`src/hw/rtl/ppc_pkg.sv`:
```
`default_nettype none
package ppc_pkg;

    localparam int SAMPLE_W    = 16;
    localparam int CNT_W       = 13;
    localparam int MAX_SAMPLES = 4096;
    localparam int SUM_W       = 28;
    localparam int SQ_W        = 43;
    localparam int XY_W        = 44;
    localparam int TAG_W       = 8;
    localparam int MUL_W       = 64;
    localparam int PROD_W      = 2 * MUL_W;
    localparam int WIDE_W      = 144;
    localparam int Q_W         = 16;
    localparam int Q_BIT_W     = 4;
    localparam int CFG_W       = 32;
    localparam int IDX_W       = 1;
    localparam int MAG_W       = 58;

    typedef logic [IDX_W-1:0] cfg_idx_t;
    localparam cfg_idx_t REG_MIN_COUNT = 1'b0;
    localparam cfg_idx_t REG_DEN_MIN   = 1'b1;

    localparam logic [Q_W-1:0] Q_ONE = 16'h8000;
    localparam logic [Q_W-1:0] Q_MAX = 16'h7FFF;

    typedef struct packed {
        logic        [CNT_W-1:0] cnt;
        logic signed [SUM_W-1:0] sx;
        logic signed [SUM_W-1:0] sy;
        logic signed [XY_W-1:0]  sxy;
        logic        [SQ_W-1:0]  sxx;
        logic        [SQ_W-1:0]  syy;
        logic        [TAG_W-1:0] tag_a;
        logic        [TAG_W-1:0] tag_b;
    } snap_t;

    typedef struct packed {
        logic busy;
        logic done;
    } mul_stat_t;

    typedef enum logic [2:0] {
        OP_NXX,
        OP_SXX,
        OP_NYY,
        OP_SYY,
        OP_VXY,
        OP_NXY,
        OP_SXY,
        OP_MAG
    } op_t;

    typedef enum logic [2:0] {
        S_IDLE,
        S_MUL_START,
        S_MUL_WAIT,
        S_SEARCH_A,
        S_SEARCH_B,
        S_DONE
    } back_state_t;

endpackage
`default_nettype wire

```
`src/hw/rtl/ppc_front.sv`:
```
`default_nettype none
module ppc_front (
    input  wire logic                             clk,
    input  wire logic                             rst_n,
    input  wire logic                             in_valid,
    output logic                                  in_stall,
    input  wire logic signed [ppc_pkg::SAMPLE_W-1:0] x,
    input  wire logic signed [ppc_pkg::SAMPLE_W-1:0] y,
    input  wire logic                             x_missing,
    input  wire logic                             y_missing,
    input  wire logic                             last,
    input  wire logic [ppc_pkg::TAG_W-1:0]        row_a,
    input  wire logic [ppc_pkg::TAG_W-1:0]        row_b,
    input  wire logic                             full,
    output logic                                  push,
    output ppc_pkg::snap_t                        push_data
);
    import ppc_pkg::*;

    logic        [CNT_W-1:0]      cnt_reg, cnt_next;
    logic signed [SUM_W-1:0]      sx_reg, sx_next, sy_reg, sy_next;
    logic signed [XY_W-1:0]       sxy_reg, sxy_next;
    logic        [SQ_W-1:0]       sxx_reg, sxx_next, syy_reg, syy_next;
    logic signed [2*SAMPLE_W-1:0] pxy, pxx, pyy;
    logic                         accept, use_pair;

    assign in_stall = full;
    assign accept   = in_valid && !full;
    assign use_pair = !x_missing && !y_missing && (cnt_reg < CNT_W'(MAX_SAMPLES));
    assign pxy = x * y;
    assign pxx = x * x;
    assign pyy = y * y;

    always_comb
    begin
        cnt_next = cnt_reg;
        sx_next  = sx_reg;
        sy_next  = sy_reg;
        sxy_next = sxy_reg;
        sxx_next = sxx_reg;
        syy_next = syy_reg;
        if (use_pair)
        begin
            cnt_next = cnt_reg + CNT_W'(1);
            sx_next  = sx_reg + SUM_W'(x);
            sy_next  = sy_reg + SUM_W'(y);
            sxy_next = sxy_reg + XY_W'(pxy);
            sxx_next = sxx_reg + SQ_W'($unsigned(pxx));
            syy_next = syy_reg + SQ_W'($unsigned(pyy));
        end
    end

    assign push = accept && last;

    always_comb
    begin
        push_data.cnt   = cnt_next;
        push_data.sx    = sx_next;
        push_data.sy    = sy_next;
        push_data.sxy   = sxy_next;
        push_data.sxx   = sxx_next;
        push_data.syy   = syy_next;
        push_data.tag_a = row_a;
        push_data.tag_b = row_b;
    end

    always_ff @(posedge clk or negedge rst_n)
    begin
        if (!rst_n)
        begin
            cnt_reg <= '0;
            sx_reg  <= '0;
            sy_reg  <= '0;
            sxy_reg <= '0;
            sxx_reg <= '0;
            syy_reg <= '0;
        end
        else if (accept)
        begin
            if (last)
            begin
                cnt_reg <= '0;
                sx_reg  <= '0;
                sy_reg  <= '0;
                sxy_reg <= '0;
                sxx_reg <= '0;
                syy_reg <= '0;
            end
            else
            begin
                cnt_reg <= cnt_next;
                sx_reg  <= sx_next;
                sy_reg  <= sy_next;
                sxy_reg <= sxy_next;
                sxx_reg <= sxx_next;
                syy_reg <= syy_next;
            end
        end
    end

endmodule
`default_nettype wire

```
`config.mk`:
```
export PLATFORM = sky130hd
export DESIGN_NAME = ppc_front
export DESIGN_NICKNAME = d
export VERILOG_FILES = /design/src/hw/rtl/ppc_pkg.sv /design/src/hw/rtl/ppc_front.sv
export SDC_FILE = /design/constraint.sdc
export NUM_CORES = 2
export LEC_CHECK = 0
export ABC_CLOCK_PERIOD_IN_PS = 12420
export CAP_MARGIN = 20
export CORE_ASPECT_RATIO = 1.75
export CORE_MARGIN = 4
export CORE_UTILIZATION = 40
export CTS_CLUSTER_SIZE = 8
export DETAILED_ROUTE_END_ITERATION = 8
export DONT_BUFFER_PORTS = 1
export HOLD_SLACK_MARGIN = 0.03
export PLACE_DENSITY_LB_ADDON = 0.1
export SLEW_MARGIN = 10
export SYNTH_ARGS = -nofsm -noshare
export SYNTH_HDL_FRONTEND = slang
export SYNTH_SLANG_ARGS = --single-unit
```
`constraint.sdc`:
```
create_clock -name clk -period 12.42 [get_ports clk]
set_clock_uncertainty 0.2 [all_clocks]
set_input_delay 0.621 -clock clk [delete_from_list [all_inputs] [get_ports clk]]
set_output_delay 0.621 -clock clk [all_outputs]
set_load 0.01 [all_outputs]
```
* Yosys cells after proc, flatten, opt, wreduce, memory -nomap -nowiden *
Index checks and enable logic that the tools add are counted.

word-level totals
  bits in registers = 199
  output and inout port bits = 217
  word-level logic and storage cells = 35

cells by class
  magnitude comparators = 1
  $mul = 3
  reduce and logical (&&, ||, !) cells = 7
  mux-type cells = 12
  $add $sub $neg = 6

operator list
  kind                                            count
  2-to-1 mux 43 bit                               4
  2-to-1 mux 28 bit                               4
  multiplier 16 x 16 -> 32 bit                    3
  2-to-1 mux 44 bit                               2
  adder 43 x 32 -> 43 bit                         2
  adder 28 x 16 -> 28 bit                         2
  adder 44 x 32 -> 44 bit                         1
  2-to-1 mux 13 bit                               2
  adder 13 x 1 -> 13 bit (second input constant)  1
  < comparator 13 bit (second input constant)     1
  logical AND 1 bit                               4
  logical NOT 1 bit                               3

* Longest topological paths before layout *
  depth after elaboration = 5
  gate-level depth with buffers = 37
  gate-level depth less buffers = 36

* Worst setup path after synthesis *
OpenSTA, ideal clock, no wires.

  path type = in2out
  from = input port x[10] (netlist bit)
  to = output port push_data[101] (netlist bit)
  slack = 3.080 ns
  path buffers = 3
  arrival time = 8.519 ns
  stages = 30
  cell sequence = clkbuf_1 -> clkbuf_1 -> nand2_1 -> fa_1 -> fa_1 -> fa_1 -> inv_1 -> fa_1 -> fa_1 -> inv_1 -> fa_1 -> inv_1 -> ha_1 -> a21o_1 -> a21o_1 -> a21o_1 -> o41ai_1 -> o21ai_0 -> xor2_1 -> ha_1 -> clkbuf_1 -> nand2_1 -> nor2_1 -> a211oi_1 -> a21boi_0 -> a2111oi_2 -> o31ai_1 -> o21ai_2 -> nor4bb_1 -> xor2_1

RTL lines
  element          line             RTL
  start, declared  ppc_front.sv:7   input wire logic signed [ppc_pkg::SAMPLE_W-1:0] x,
  end, declared    ppc_front.sv:16  output ppc_pkg::snap_t push_data

==> metrics.txt <==
# TYPE chip_impl_metric gauge
chip_impl_info{name="global_route.peak_usage_layer",value="met2"} 1
chip_impl_info{name="unrepaired_setup_endpoints_after_global_routing",value="false"} 1
chip_impl_metric{name="grt_start_max_net_pins",unit=""} 200
chip_impl_metric{name="hold-path-cell-count",unit=""} 3
chip_impl_metric{name="drcViolationCount",unit=""} 0
chip_impl_info{name="highest_delay_cell_along_the_critical_path",value="sky130_fd_sc_hd__fa_1"} 1
chip_impl_metric{name="grt_pass1_vias",unit=""} 37948
chip_impl_metric{name="clock_tree.buffer_depth",unit=""} 2
chip_impl_metric{name="wl_per_cell",unit="um"} 21.0
chip_impl_metric{name="hpwl_reported_at_the_end_of_detailed_placement",unit="mm"} 106
chip_impl_metric{name="tritoncts.num_buffers",unit=""} 17
chip_impl_info{name="worst_setup_path_start_kind",value="input port"} 1
chip_impl_info{name="hp-class",value="in2reg"} 1
chip_impl_info{name="crit_path_end_kind",value="output pin"} 1
chip_impl_metric{name="start_util",unit=""} 0.403
chip_impl_metric{name="global_route.overflow_total",unit=""} 0
chip_impl_metric{name="clk_transition_reported_paths",unit="ns"} 0.09
chip_impl_metric{name="largest_register_ffs",unit=""} 44
chip_impl_info{name="cts_tree",value="yes"} 1
chip_impl_metric{name="globalRouteMet3Util",unit=""} 0.0288
chip_impl_metric{name="synth_async_sr_flop_share",unit=""} 1.00
chip_impl_metric{name="worst_r2r_path_depth",unit=""} 21
chip_impl_metric{name="worst_path_largest_cell_delay",unit="ns"} 0.52
chip_impl_metric{name="finish.net_count",unit=""} 6223
chip_impl_info{name="layout_common_cells",value="sky130_fd_sc_hd__inv_1 (969), sky130_fd_sc_hd__fa_1 (822), sky130_fd_sc_hd__nand2_1 (729), sky130_fd_sc_hd__ha_1 (419), sky130_fd_sc_hd__nor2_1 (205)"} 1
chip_impl_info{name="layout.cells.most_common",value="sky130_fd_sc_hd__inv_1"} 1
chip_impl_metric{name="final_max_slew_viols",unit=""} 0
chip_impl_metric{name="floorplan.die_area",unit="um2"} 119000
chip_impl_info{name="critical_path.most_common_cell",value="sky130_fd_sc_hd__fa_1"} 1
chip_impl_info{name="run_status",value="completed"} 1
chip_impl_metric{name="post_synthesis_average_cell_area",unit="um2"} 8.92
chip_impl_metric{name="top_level_ports",unit=""} 272
chip_impl_metric{name="max-cap-violations",unit=""} 0
chip_impl_info{name="worst_r2r_startpoint",value="sxy_reg[15]"} 1
chip_impl_info{name="dominantRegCellSynth",value="sky130_fd_sc_hd__dfrtp_1"} 1
chip_impl_metric{name="via_per_inst",unit=""} 5.27
chip_impl_metric{name="track_usage",unit=""} 0.234
chip_impl_metric{name="slew-limit-headroom",unit=""} 0.296
chip_impl_metric{name="finalHoldViolCount",unit=""} 0
chip_impl_metric{name="grt_antenna_before_repair",unit=""} 1
chip_impl_metric{name="dr_total_vias",unit=""} 33884
chip_impl_info{name="holdPathEnd",value="sxx_reg[33]"} 1
chip_impl_metric{name="fin_crit_sh",unit=""} 0.800
chip_impl_metric{name="antenna_violating_nets_post_route",unit=""} 0
chip_impl_metric{name="synth-seq-cells",unit=""} 199
chip_impl_metric{name="die_height",unit="um"} 453
chip_impl_metric{name="crit_fanout",unit=""} 29
chip_impl_metric{name="die_w",unit="um"} 263
chip_impl_metric{name="flow.area_growth_from_synthesis",unit="%"} 4.41
chip_impl_metric{name="worstPathRequired",unit="ns"} 11.60
chip_impl_metric{name="port-buffer-count",unit=""} 0
chip_impl_metric{name="report.final.setup_viol",unit=""} 0
chip_impl_metric{name="synth.lib_cells_used.distinct",unit=""} 77
chip_impl_metric{name="routed_wirelength",unit="mm"} 135
chip_impl_info{name="hold_path.startpoint",value="last"} 1
chip_impl_metric{name="netlist_instances",unit=""} 5082
chip_impl_metric{name="sequential_area_share_after_synthesis",unit=""} 0.110
chip_impl_info{name="crit_path_launch",value="y[2]"} 1
chip_impl_metric{name="worst_pin_slew",unit="ns"} 1.04
chip_impl_metric{name="drive_above_1_share",unit=""} 0.0247
chip_impl_info{name="criticalPathCategory",value="in2out"} 1
chip_impl_metric{name="post_synth_instance_area",unit="um2"} 45300
chip_impl_metric{name="totalNegativeSetupSlack",unit="ns"} 0
chip_impl_metric{name="synth.yosys.warnings",unit=""} 0
chip_impl_metric{name="core_area",unit="um2"} 113000
chip_impl_metric{name="timing.final.crit_period",unit="ns"} 9.94
chip_impl_metric{name="clkSinkCount",unit=""} 199
chip_impl_metric{name="edff_count_synth",unit=""} 0
chip_impl_info{name="r2r-end",value="sxy_reg[40]"} 1
chip_impl_metric{name="floorplan.rows",unit=""} 163
chip_impl_metric{name="worst_skew_pair.late_latency",unit="ns"} 0.54
chip_impl_metric{name="grt_first_pass_wirelength",unit="mm"} 217
chip_impl_metric{name="dr.first_iter.drc_count",unit=""} 1519
chip_impl_metric{name="groute.layer.met1.usage",unit=""} 0.248
chip_impl_metric{name="mappedNetlistNets",unit=""} 6378
chip_impl_metric{name="cp.arrival",unit="ns"} 9.12
chip_impl_metric{name="drt-pass1-iter-count",unit=""} 5
chip_impl_metric{name="timing.reg2reg.setup_slack",unit="ns"} 5.51
chip_impl_info{name="ctsRootBufferMaster",value="sky130_fd_sc_hd__clkbuf_16"} 1
chip_impl_metric{name="global_route.usage.met2",unit=""} 0.469
chip_impl_metric{name="max_freq",unit="MHz"} 101
chip_impl_metric{name="ctsHtreeMaxLevel",unit=""} 4
chip_impl_metric{name="routabilityCongestion",unit=""} 0.847
-- what timing repair did --
action,4_1_cts,5_1_grt
buffers inserted,0,0
hold buffers,3,0
endpoints found under the hold margin,207,0
gates resized for setup,0,0
-- cell type report --
type	count	area [um2]
well taps	1485	1860
clock buffers	20	457
inverters	982	3690
diodes	2	5.00
clock inverters	12	129
flip-flops and latches	199	4980
fillers	11439	65200
multi-input cells	3691	35900
repair buffers	36	355
-- per-stage QoR --
step	cell area [um2]	cells	utilization	setup slack, ns	hold WS [ns]
finish	47300	6427	0.421	2.48	0.0782
global placement	46600	6387	0.414	2.52	0.136
global route	47300	6426	0.421	1.97	0.0523
floorplan	45300	5082	-	3.08	0.125
CTS	47300	6424	0.420	2.42	0.0327
detailed placement	46700	6389	0.415	2.44	0.137
-- layer usage --
metal / vias to the layer above / wire (um)
li1: 15746 / -
met1: 17437 / 49400
met2: 526 / 76400
met3: 175 / 3910
met4: 0 / 5160
met5: - / 0
-- synth_stat cells, drive strengths merged, types with 6 or more instances --
master	n	area share
a2111oi	6	0.0021
a211o	13	0.0025
a211oi	24	0.0042
a21boi	7	0.0012
a21o	97	0.016
a21oi	173	0.019
a22o	162	0.031
a31o	9	0.0017
a31oi	27	0.0037
and2	140	0.019
and3	24	0.0033
and4	9	0.0017
buf	39	0.0046
clkbuf	171	0.014
clkinv	9	0.00074
dfrtp	199	0.11
fa	822	0.36
ha	419	0.12
inv	973	0.081
mux2	13	0.0032
nand2	729	0.060
nand2b	43	0.0059
nand3	56	0.0062
nand4	25	0.0034
nor2	207	0.017
nor2b	29	0.0040
nor3	34	0.0038
o211ai	7	0.0012
o21a	21	0.0035
o21ai	202	0.022
o21bai	27	0.0045
o221ai	6	0.0012
o31ai	18	0.0032
or2	8	0.0011
or3	10	0.0014
xnor2	176	0.034
xor2	89	0.017
-- worst max path at each step --
stage                     endpoint
floorplan           push_data[101]
CTS                  push_data[52]
finish               push_data[52]
detailed placement   push_data[52]
global route         push_data[52]
global placement     push_data[52]
-- worst max-delay path: cells and delay by family --
family	cells	cell delay, ns
XOR/XNOR	3	0.60
AO/OA/AOI/OAI	10	2.17
AND/OR/NAND/NOR	6	1.37
buffers and inverters	6	0.89
adder cells (fa/ha/maj)	8	3.40
-- logic make-up (layout without fill, tap and decap cells) --
kind of cell,count (synthesis),after routing,synth area share
simple gates,1332,1332,0.131
fa+ha+maj,1241,1241,0.479
buf+inv,1192,1050,0.100
compound gates,837,837,0.126
xor+xnor,265,265,0.0512
flops,199,199,0.110
mux,16,16,0.00389
other cells,0,2,0
Power is left out: the tool's default activity adds up to more than one toggle a clock period on the data nets, which glitch-free logic cannot reach.
