$ cat src/hw/rtl/ppc_pkg.sv
`default_nettype none
package ppc_pkg;

    localparam int SAMPLE_W    = 16;
    localparam int CNT_W       = 13;
    localparam int MAX_SAMPLES = 4096;
    localparam int SUM_W       = 28;
    localparam int SQ_W        = 43;
    localparam int XY_W        = 44;
    localparam int TAG_W       = 8;
    localparam int MUL_W       = 64;
    localparam int PROD_W      = 2 * MUL_W;
    localparam int WIDE_W      = 144;
    localparam int Q_W         = 16;
    localparam int Q_BIT_W     = 4;
    localparam int CFG_W       = 32;
    localparam int IDX_W       = 1;
    localparam int MAG_W       = 58;

    typedef logic [IDX_W-1:0] cfg_idx_t;
    localparam cfg_idx_t REG_MIN_COUNT = 1'b0;
    localparam cfg_idx_t REG_DEN_MIN   = 1'b1;

    localparam logic [Q_W-1:0] Q_ONE = 16'h8000;
    localparam logic [Q_W-1:0] Q_MAX = 16'h7FFF;

    typedef struct packed {
        logic        [CNT_W-1:0] cnt;
        logic signed [SUM_W-1:0] sx;
        logic signed [SUM_W-1:0] sy;
        logic signed [XY_W-1:0]  sxy;
        logic        [SQ_W-1:0]  sxx;
        logic        [SQ_W-1:0]  syy;
        logic        [TAG_W-1:0] tag_a;
        logic        [TAG_W-1:0] tag_b;
    } snap_t;

    typedef struct packed {
        logic busy;
        logic done;
    } mul_stat_t;

    typedef enum logic [2:0] {
        OP_NXX,
        OP_SXX,
        OP_NYY,
        OP_SYY,
        OP_VXY,
        OP_NXY,
        OP_SXY,
        OP_MAG
    } op_t;

    typedef enum logic [2:0] {
        S_IDLE,
        S_MUL_START,
        S_MUL_WAIT,
        S_SEARCH_A,
        S_SEARCH_B,
        S_DONE
    } back_state_t;

endpackage
`default_nettype wire

$ cat src/hw/rtl/ppc_fifo.sv
`default_nettype none
module ppc_fifo (
    input  wire logic           clk,
    input  wire logic           rst_n,
    input  wire logic           push,
    input  wire ppc_pkg::snap_t push_data,
    input  wire logic           pop,
    output ppc_pkg::snap_t      head,
    output logic                full,
    output logic                empty
);
    import ppc_pkg::*;

    snap_t      mem [2];
    logic       wr_ptr_reg, rd_ptr_reg;
    logic [1:0] count_reg;

    assign full  = count_reg == 2'd2;
    assign empty = count_reg == 2'd0;
    assign head  = mem[rd_ptr_reg];

    always_ff @(posedge clk)
    begin
        if (push)
        begin
            mem[wr_ptr_reg] <= push_data;
        end
    end

    always_ff @(posedge clk or negedge rst_n)
    begin
        if (!rst_n)
        begin
            wr_ptr_reg <= 1'b0;
            rd_ptr_reg <= 1'b0;
            count_reg  <= 2'd0;
        end
        else
        begin
            if (push)
            begin
                wr_ptr_reg <= !wr_ptr_reg;
            end
            if (pop)
            begin
                rd_ptr_reg <= !rd_ptr_reg;
            end
            if (push && !pop)
            begin
                count_reg <= count_reg + 2'd1;
            end
            else if (pop && !push)
            begin
                count_reg <= count_reg - 2'd1;
            end
        end
    end

endmodule
`default_nettype wire

$ cat config.mk
export PLATFORM = sky130hd
export DESIGN_NAME = ppc_fifo
export DESIGN_NICKNAME = d
export VERILOG_FILES = /design/src/hw/rtl/ppc_pkg.sv /design/src/hw/rtl/ppc_fifo.sv
export SDC_FILE = /design/constraint.sdc
export NUM_CORES = 1
export LEC_CHECK = 0
export ABC_AREA = 1
export ABC_CLOCK_PERIOD_IN_PS = 12200
export BUFFER_PORTS_ARGS = -buffer_cell sky130_fd_sc_hd__buf_2
export CAP_MARGIN = 20
export CORE_UTILIZATION = 52
export DETAILED_ROUTE_END_ITERATION = 10
export PLACE_DENSITY = 0.79
export SYNTH_ARGS = -nofsm -noshare
export SYNTH_HDL_FRONTEND = slang
export SYNTH_SLANG_ARGS = --single-unit
$ cat constraint.sdc
create_clock -name clk -period 12.2 [get_ports clk]
set_input_delay 3.66 -clock clk [delete_from_list [all_inputs] [get_ports clk]]
set_output_delay 3.66 -clock clk [all_outputs]
set_load 0.005 [all_outputs]
Word-level counts from Yosys, hierarchy flattened
Memories as Yosys holds them, arrays and structs flattened.
Cells that the tools add are included.

word-level totals
  memories = 1
  input port bits = 219
  register bits after elaboration = 4
  word-level logic and storage cells = 19
  output and inout port bits = 217
  bits in writable memories = 430

memories
  memory  words  width  rd ports  clocked after Yosys merged registers in  write ports  RTL line        RTL
  mem     2      215    1         0                                        1            ppc_fifo.sv:14  snap_t mem [2];

cells by class
  equality and inequality tests = 1
  reduce and logical (&&, ||, !) cells = 8
  muxes and demuxes = 4
  add/sub/neg operators = 2

operator list
  cell                                              number
  logical NOT 1 bit                                 4
  2-to-1 mux 2 bit                                  2
  adder 2 x 1 -> 2 bit, second input constant       1
  equality test 2 bit, second input constant        1
  logical AND 1 bit                                 2
  logical NOT 2 bit                                 1
  2-to-1 mux 1 bit                                  2
  nonzero test 2 bit                                1
  subtractor 2 x 1 -> 2 bit, second input constant  1

Depth between registers and ports, before layout
Gate-level depths: netlist of the first run.

  word-level depth = 4
  mapped depth = 7
  gate-level depth less buffers = 7

Least setup slack after synthesis of the first run
OpenSTA, ideal clock, no wires.

  path kind = input port to flip-flop
  from = input port push
  to = memory mem[0][0] (netlist bit) (enable)
  data arrival time = 12.683 ns
  stages on the path = 2
  path buffers = 0
  data required time = 11.400 ns
  setup slack = -1.283 ns
  library setup time = 0.800 ns
  path through = inv_1 nor2_1

between the ends
  word-level cells in the longest chain between the ends = 2

RTL lines
  item                                    RTL line        RTL
  start: declaration                      ppc_fifo.sv:5   input wire logic push,
  2-to-1 mux 1 bit                        ppc_fifo.sv:24  if (push)
  2-to-1 mux 1 bit (not written as such)  ppc_fifo.sv:26  mem[wr_ptr_reg] <= push_data;
  end: declaration                        ppc_fifo.sv:14

Every way passes these cells.

==> qor.yml, run 1 <==
status: "finished, final reports clean"
power_density_nw_per_um2: 231
fp.dieArea_um2: 32000
wl_mm: 31.7
synth_cell_types: 14
cp_num_buf_inv: 2
holdWs_ns: 0.513
clkLatencyLatePin_ns: 0.53
dpl.cell_count: 1507
power_frac_clock_pct: 28.0
fmax_mhz: 152
largest_reg_flops: 430
rows: 64
cts_buffer_depth: 3
start_util_pct: 53.1
fin_ws_ns: 5.61
io_buffers: 435
wl_per_cell_um: 19.9
timing.final.max_slew_violations: 0
ir_drop_mv: 0.221
setup_viol: 0
max_stage_delay_ns: 0.91
hold_buffers: 0
placed_area_um2: 18800
p_int_mw: 3.45
min_path_cells: 2
antenna_left: 0
crit_path_start_kind: "flop"
numCtsBuffers: 44
finClkSkew_ns: 0.0179
root_buffer: "clkbuf_16"
cp-end-kind: "primary output"
pin_count: 436
switching_share_pct: 26.3
cts_tree: "done"
hold_viol_final: 0
synth-seq-cells: 434
crit_chain: "buf_4 > mux2_4 > buf_2"
stdcell_area_um2: 20300
tightest_slew_ns: 1.08
cts_setup_buffers: 0
grt_usage_pct: 18.6
maxSlewHeadroom_pct: 27.8
cts_max_level: 2
dr.first_iter.drc_count: 374
grt_pass1_vias: 8113
path_max_fanout: 55
worst_path_max_delay_cell: "dfrtp_4"
switching_power_mw: 1.23
fin_setup_tns_ns: 0
fin_nets: 1377
grt_max_degree: 138
hold_path.class: "flop to flop"
ys_seq_area_share_pct: 79.9
antenna_found_initial: 7
avgViaCountPerCell: 5.08
ys.warnings.count: 0
post-place-ws_ns: 5.83
dpl.hpwl_mm: 21.3
area.growth.synth_to_final_pct: 24.3
finalCriticalPeriod_ns: 6.59
r2r_end: "mem[0][92]$_DFFE_PP_"
r2r_cells: 3
dr.pass1.iters: 4
drc_errors: 0
required_ns: 8.54
min_from: "count_reg[1]$_DFFE_PN0P_"
fin_util_pct: 66.0
r2r_slack_ns: 9.25
totalPowerFinal_mw: 4.68
fin_crit_sh_pct: 54.0
crit_type: "flop to primary output"
clk_pin_slew_ns: 0.06
pwr-share-comb_pct: 27.4
timing.max_cap.violations: 0
rsz0062_at_grt: "no"
syn_avg_cell_area_um2: 23.5
dr_total_vias: 8099
arrival_ns: 2.93
min_to: "count_reg[1]$_DFFE_PN0P_"
fin_cells: 1593
clock-sinks: 434
synth_area_um2: 16300
cts_resized: 0
r2r-start: "wr_ptr_reg$_DFFE_PN0P_"
seqPwrFrac_pct: 44.6
grt_overflow_total: 0
syn-instance-count: 694
synth.net_count: 914
cp_top_family: "buffers and inverters"
grt_pass1_wl_mm: 44.5
core-area_um2: 30700
power.leakage_nw: 8.05
gp_congestion: 0.766
drive_above_1_share_pct: 60.8
fp.dieH_um: 179
dieWidth_um: 179
## cell families after synthesis
group | after synthesis | share of synthesized area (%)
mux | 215 | 18.1
simple gates | 10 | 0.253
xor+xnor | 3 | 0.161
flops | 434 | 79.9
fa+ha+maj | 1 | 0.0768
buf+inv | 31 | 1.55
## worst max-delay path by stage
stage,start,to,slack (ns),cells past startpoint
detailed placement,push,mem[0][92]$_DFFE_PP_,5.83,5
global route,rd_ptr_reg$_DFFE_PN0P_,head[106],5.52,3
floorplan,push,mem[0][0]$_DFFE_PP_,2.48,2
CTS,rd_ptr_reg$_DFFE_PN0P_,head[106],5.59,3
finish,rd_ptr_reg$_DFFE_PN0P_,head[106],5.61,3
global placement,push,mem[0][90]$_DFFE_PP_,5.84,5
## Yosys cell counts
| library cell | instances | share of area, % |
|---|---|---|
| inv_1 | 7 | 0.16 |
| edfxtp_1 | 430 | 79 |
| xnor2_1 | 1 | 0.054 |
| mux2_4 | 140 | 13 |
| nand4_1 | 1 | 0.038 |
| nor2_1 | 3 | 0.069 |
| dfrtp_1 | 4 | 0.61 |
| buf_2 | 7 | 0.22 |
| buf_6 | 17 | 1.2 |
| mux2_2 | 75 | 5.2 |
| xor2_1 | 2 | 0.11 |
| nand3_1 | 1 | 0.031 |
| ha_1 | 1 | 0.077 |
| nand2_1 | 5 | 0.12 |
## area by class of cell
class                      instances  area, um^2
sequential                       434       13000
clock buffer                      51        1150
antenna                            7        17.5
multi-input combinational        229        3030
tap                              396         495
timing repair buffer             441        2230
fill                            2084       10400
inverter                           7        33.8
clock inverter                    28         274
## power groups by stage
stage	clock network (mW)	registers [mW]	logic, mW
after floorplan	0	2.12	0.879
after global placement	0	2.10	1.28
after detailed placement	0	2.12	1.30
after CTS	1.33	2.09	1.30
after global routing	1.39	2.11	1.38
final	1.31	2.09	1.28
## worst register-to-register path: cells and delay by family, from the launching register on
kind                   cells  cell delay [ns]
and+or+nand+nor            1             0.61
DFF                        1             0.43
buffers and inverters      2             1.46
## routing by layer
layer / track usage, % / up-vias / part of all wire [%]
met4: 7.27 / 2 / 2.6
li1: - / 3704 / -
met5: 0 / - / 0.035
met3: 6.15 / 58 / 9.4
met1: 20.9 / 4005 / 36
met2: 32.7 / 330 / 52
## cell usage in the layout (no fill, tap or decap), drive strengths merged, types with 2 or more instances in the layout
master    instances
inv              11
clkinvlp          2
dfrtp             4
bufinv            5
diode             7
clkbuf           51
buf             441
nor2              3
clkinv           17
nand2             5
mux2            215
edfxtp          430
xor2              2
(Power assumes the default switching activity.)
==> inputs of run 2 (changes only) <==
ABC_AREA = 0   (was 1)
ABC_CLOCK_PERIOD_IN_PS = 5900   (was 12200)
CORE_UTILIZATION = 47   (was 52)
PLACE_DENSITY = 0.75   (was 0.79)
clock period = 5.9 ns   (was 12.2 ns; I/O delays follow)
==> qor.yml, run 2 <==
fp.dieH_um: 188
largest_reg_flops: 430
ir_drop_mv: 0.342
power.leakage_nw: 8.04
synth_xor_xnor_area_share_pct: 0.269
synth-seq-cells: 434
timing.final.max_slew_violations: 0
synthFlopType: "edfxtp_1"
fmax_mhz: 227
cts_tree: "done"
min_path_cells: 1
dr_total_vias: 8047
wl_mm: 31.7
tightest_slew_ns: 0.998
synth_cell_types: 13
clock-sinks: 434
dr.first_iter.drc_count: 352
ys_seq_area_share_pct: 80.0
fp.dieArea_um2: 35400
grt_pass1_vias: 8388
arrival_ns: 2.63
root_buffer: "clkbuf_16"
synth.net_count: 905
synth_area_um2: 16300
pin_count: 436
dieWidth_um: 188
grt_overflow_total: 0
grt_pass1_wl_mm: 46.7
power_density_nw_per_um2: 471
synth_top_area_cell: "edfxtp_1"
synth_compound_area_share_pct: 0
gp_congestion: 0.770
antenna_left: 0
cts_resized: 0
r2r_cells: 2
cp-end-kind: "primary output"
required_ns: 4.13
fin_util_pct: 60.2
synth-simple-area-share_pct: 0.161
finClkSkew_ns: 0.00942
timing.max_cap.violations: 0
ys.warnings.count: 0
final_cell_mix: "435 x buf_2, 430 x edfxtp_1, 140 x mux2_4"
hold_viol_final: 0
numCtsBuffers: 45
synth.top_cells.by_count: "430 x edfxtp_1, 140 x mux2_4, 75 x mux2_2"
antenna_found_initial: 7
setup_viol: 0
crit_type: "flop to primary output"
fin_crit_sh_pct: 74.6
avgViaCountPerCell: 4.90
cts_setup_buffers: 0
io_buffers: 435
finalCriticalPeriod_ns: 4.40
cts_max_level: 2
synth_mux_area_share_pct: 18.1
grt_usage_pct: 17.4
core-area_um2: 33800
synth_top_cells_by_area: "edfxtp_1 79%, mux2_4 13%, mux2_2 5.2%"
wl_per_cell_um: 19.3
grt_max_degree: 93
crit_path_start_kind: "flop"
synth_edf_count: 430
drive_above_1_share_pct: 60.9
dr.pass1.iters: 4
hold_buffers: 0
async_flop_share_pct: 0.922
synth_top_family_by_area: "multiplexers"
synthAdderAreaFrac_pct: 0.0769
clk_pin_slew_ns: 0.05
final_common_cell: "buf_2"
cts_buffer_depth: 3
area.growth.synth_to_final_pct: 25.0
syn_avg_cell_area_um2: 23.8
drc_errors: 0
start_util_pct: 48.2
clkLatencyLatePin_ns: 0.56
dpl.hpwl_mm: 21.2
maxSlewHeadroom_pct: 33.5
status: "finished, final reports clean"
syn-instance-count: 685
holdWs_ns: 0.490
hold_path.class: "flop to flop"
netlist.area_leader.share_pct: 79.4
rows: 67
fin_setup_tns_ns: 0
fin_nets: 1376
rsz0062_at_grt: "no"
synth_most_common_cell: "edfxtp_1"
path_max_fanout: 55
[run 2: cell types whose count changed in the layout (fill, tap and decap cells not counted), moves of 4 or more]
cell	before	now
clkinv_1	9	15
nand2_1	5	0
inv_1	6	1
bufinv_16	5	1
buf_12	1	8
[run 2: critical path, stage by stage, from the launching register on]
cell and delay, ns:
dfrtp_4 1.06, buf_4 0.49, mux2_4 0.34, buf_2 0.13
[run 2: power breakdown]
part | leakage (nW) | total [mW] | internal [mW] | switching, mW
clock | 0.654 | 2.55 | 1.44 | 1.11
sequential | 4.08 | 4.32 | 4.09 | 0.234
combinational | 3.31 | 2.70 | 1.48 | 1.22
total | 8.04 | 9.57 | 7.01 | 2.56
[run 2: path summary, 6_finish.rpt]
kind | from | end | slack, ns
max in group asynchronous | rst_n | rd_ptr_reg$_DFFE_PN0P_ | 4.76
min in group asynchronous | rst_n | count_reg[1]$_DFFE_PN0P_ | 1.01
setup reg to reg | wr_ptr_reg$_DFFE_PN0P_ | mem[1][90]$_DFFE_PP_ | 3.95
setup / recovery | rd_ptr_reg$_DFFE_PN0P_ | head[126] | 1.50
hold reg to reg | count_reg[1]$_DFFE_PN0P_ | count_reg[1]$_DFFE_PN0P_ | 0.49
hold / removal | count_reg[1]$_DFFE_PN0P_ | count_reg[1]$_DFFE_PN0P_ | 0.49
[run 2: kinds of logic (layout without fill, tap and decap cells)]
kind of cell	count (synthesis)	count (layout)
adder cells (fa/ha/maj)	1	1
buffers and inverters	25	528
multiplexers	215	215
other	0	6
XOR/XNOR	5	5
AND/OR/NAND/NOR	5	5
flip-flops	434	434
[run 2: area by class of cell]
class | count | area, um^2
repair buffers | 448 | 2370
flip-flops and latches | 434 | 13000
well taps | 448 | 561
multi-input cells | 226 | 3040
inverters | 1 | 3.75
clock inverters | 28 | 180
diodes | 6 | 15.0
fillers | 2421 | 13400
clock buffers | 51 | 1150
[run 2: stage by stage]
step | power [mW] | instances | area, um^2 | worst slack [ns]
floorplan | 6.13 | 685 | 16300 | 0.477
global placement | 7.09 | 1557 | 19000 | 2.07
detailed placement | 7.14 | 1557 | 19000 | 2.03
CTS | 9.72 | 1636 | 20300 | 1.40
global route | 9.99 | 1640 | 20300 | 1.35
finish | 9.57 | 1642 | 20300 | 1.50
[run 2: metal layers]
metal / vias up / routed length [um] / global-route usage (%) / part of all wire [%]
met2: 324 / 16300 / 30.3 / 51
met4: 4 / 825 / 7.41 / 2.6
met3: 58 / 2810 / 5.91 / 8.9
met1: 3978 / 11800 / 19.4 / 37
li1: 3683 / - / - / -
met5: - / 21 / 0 / 0.066
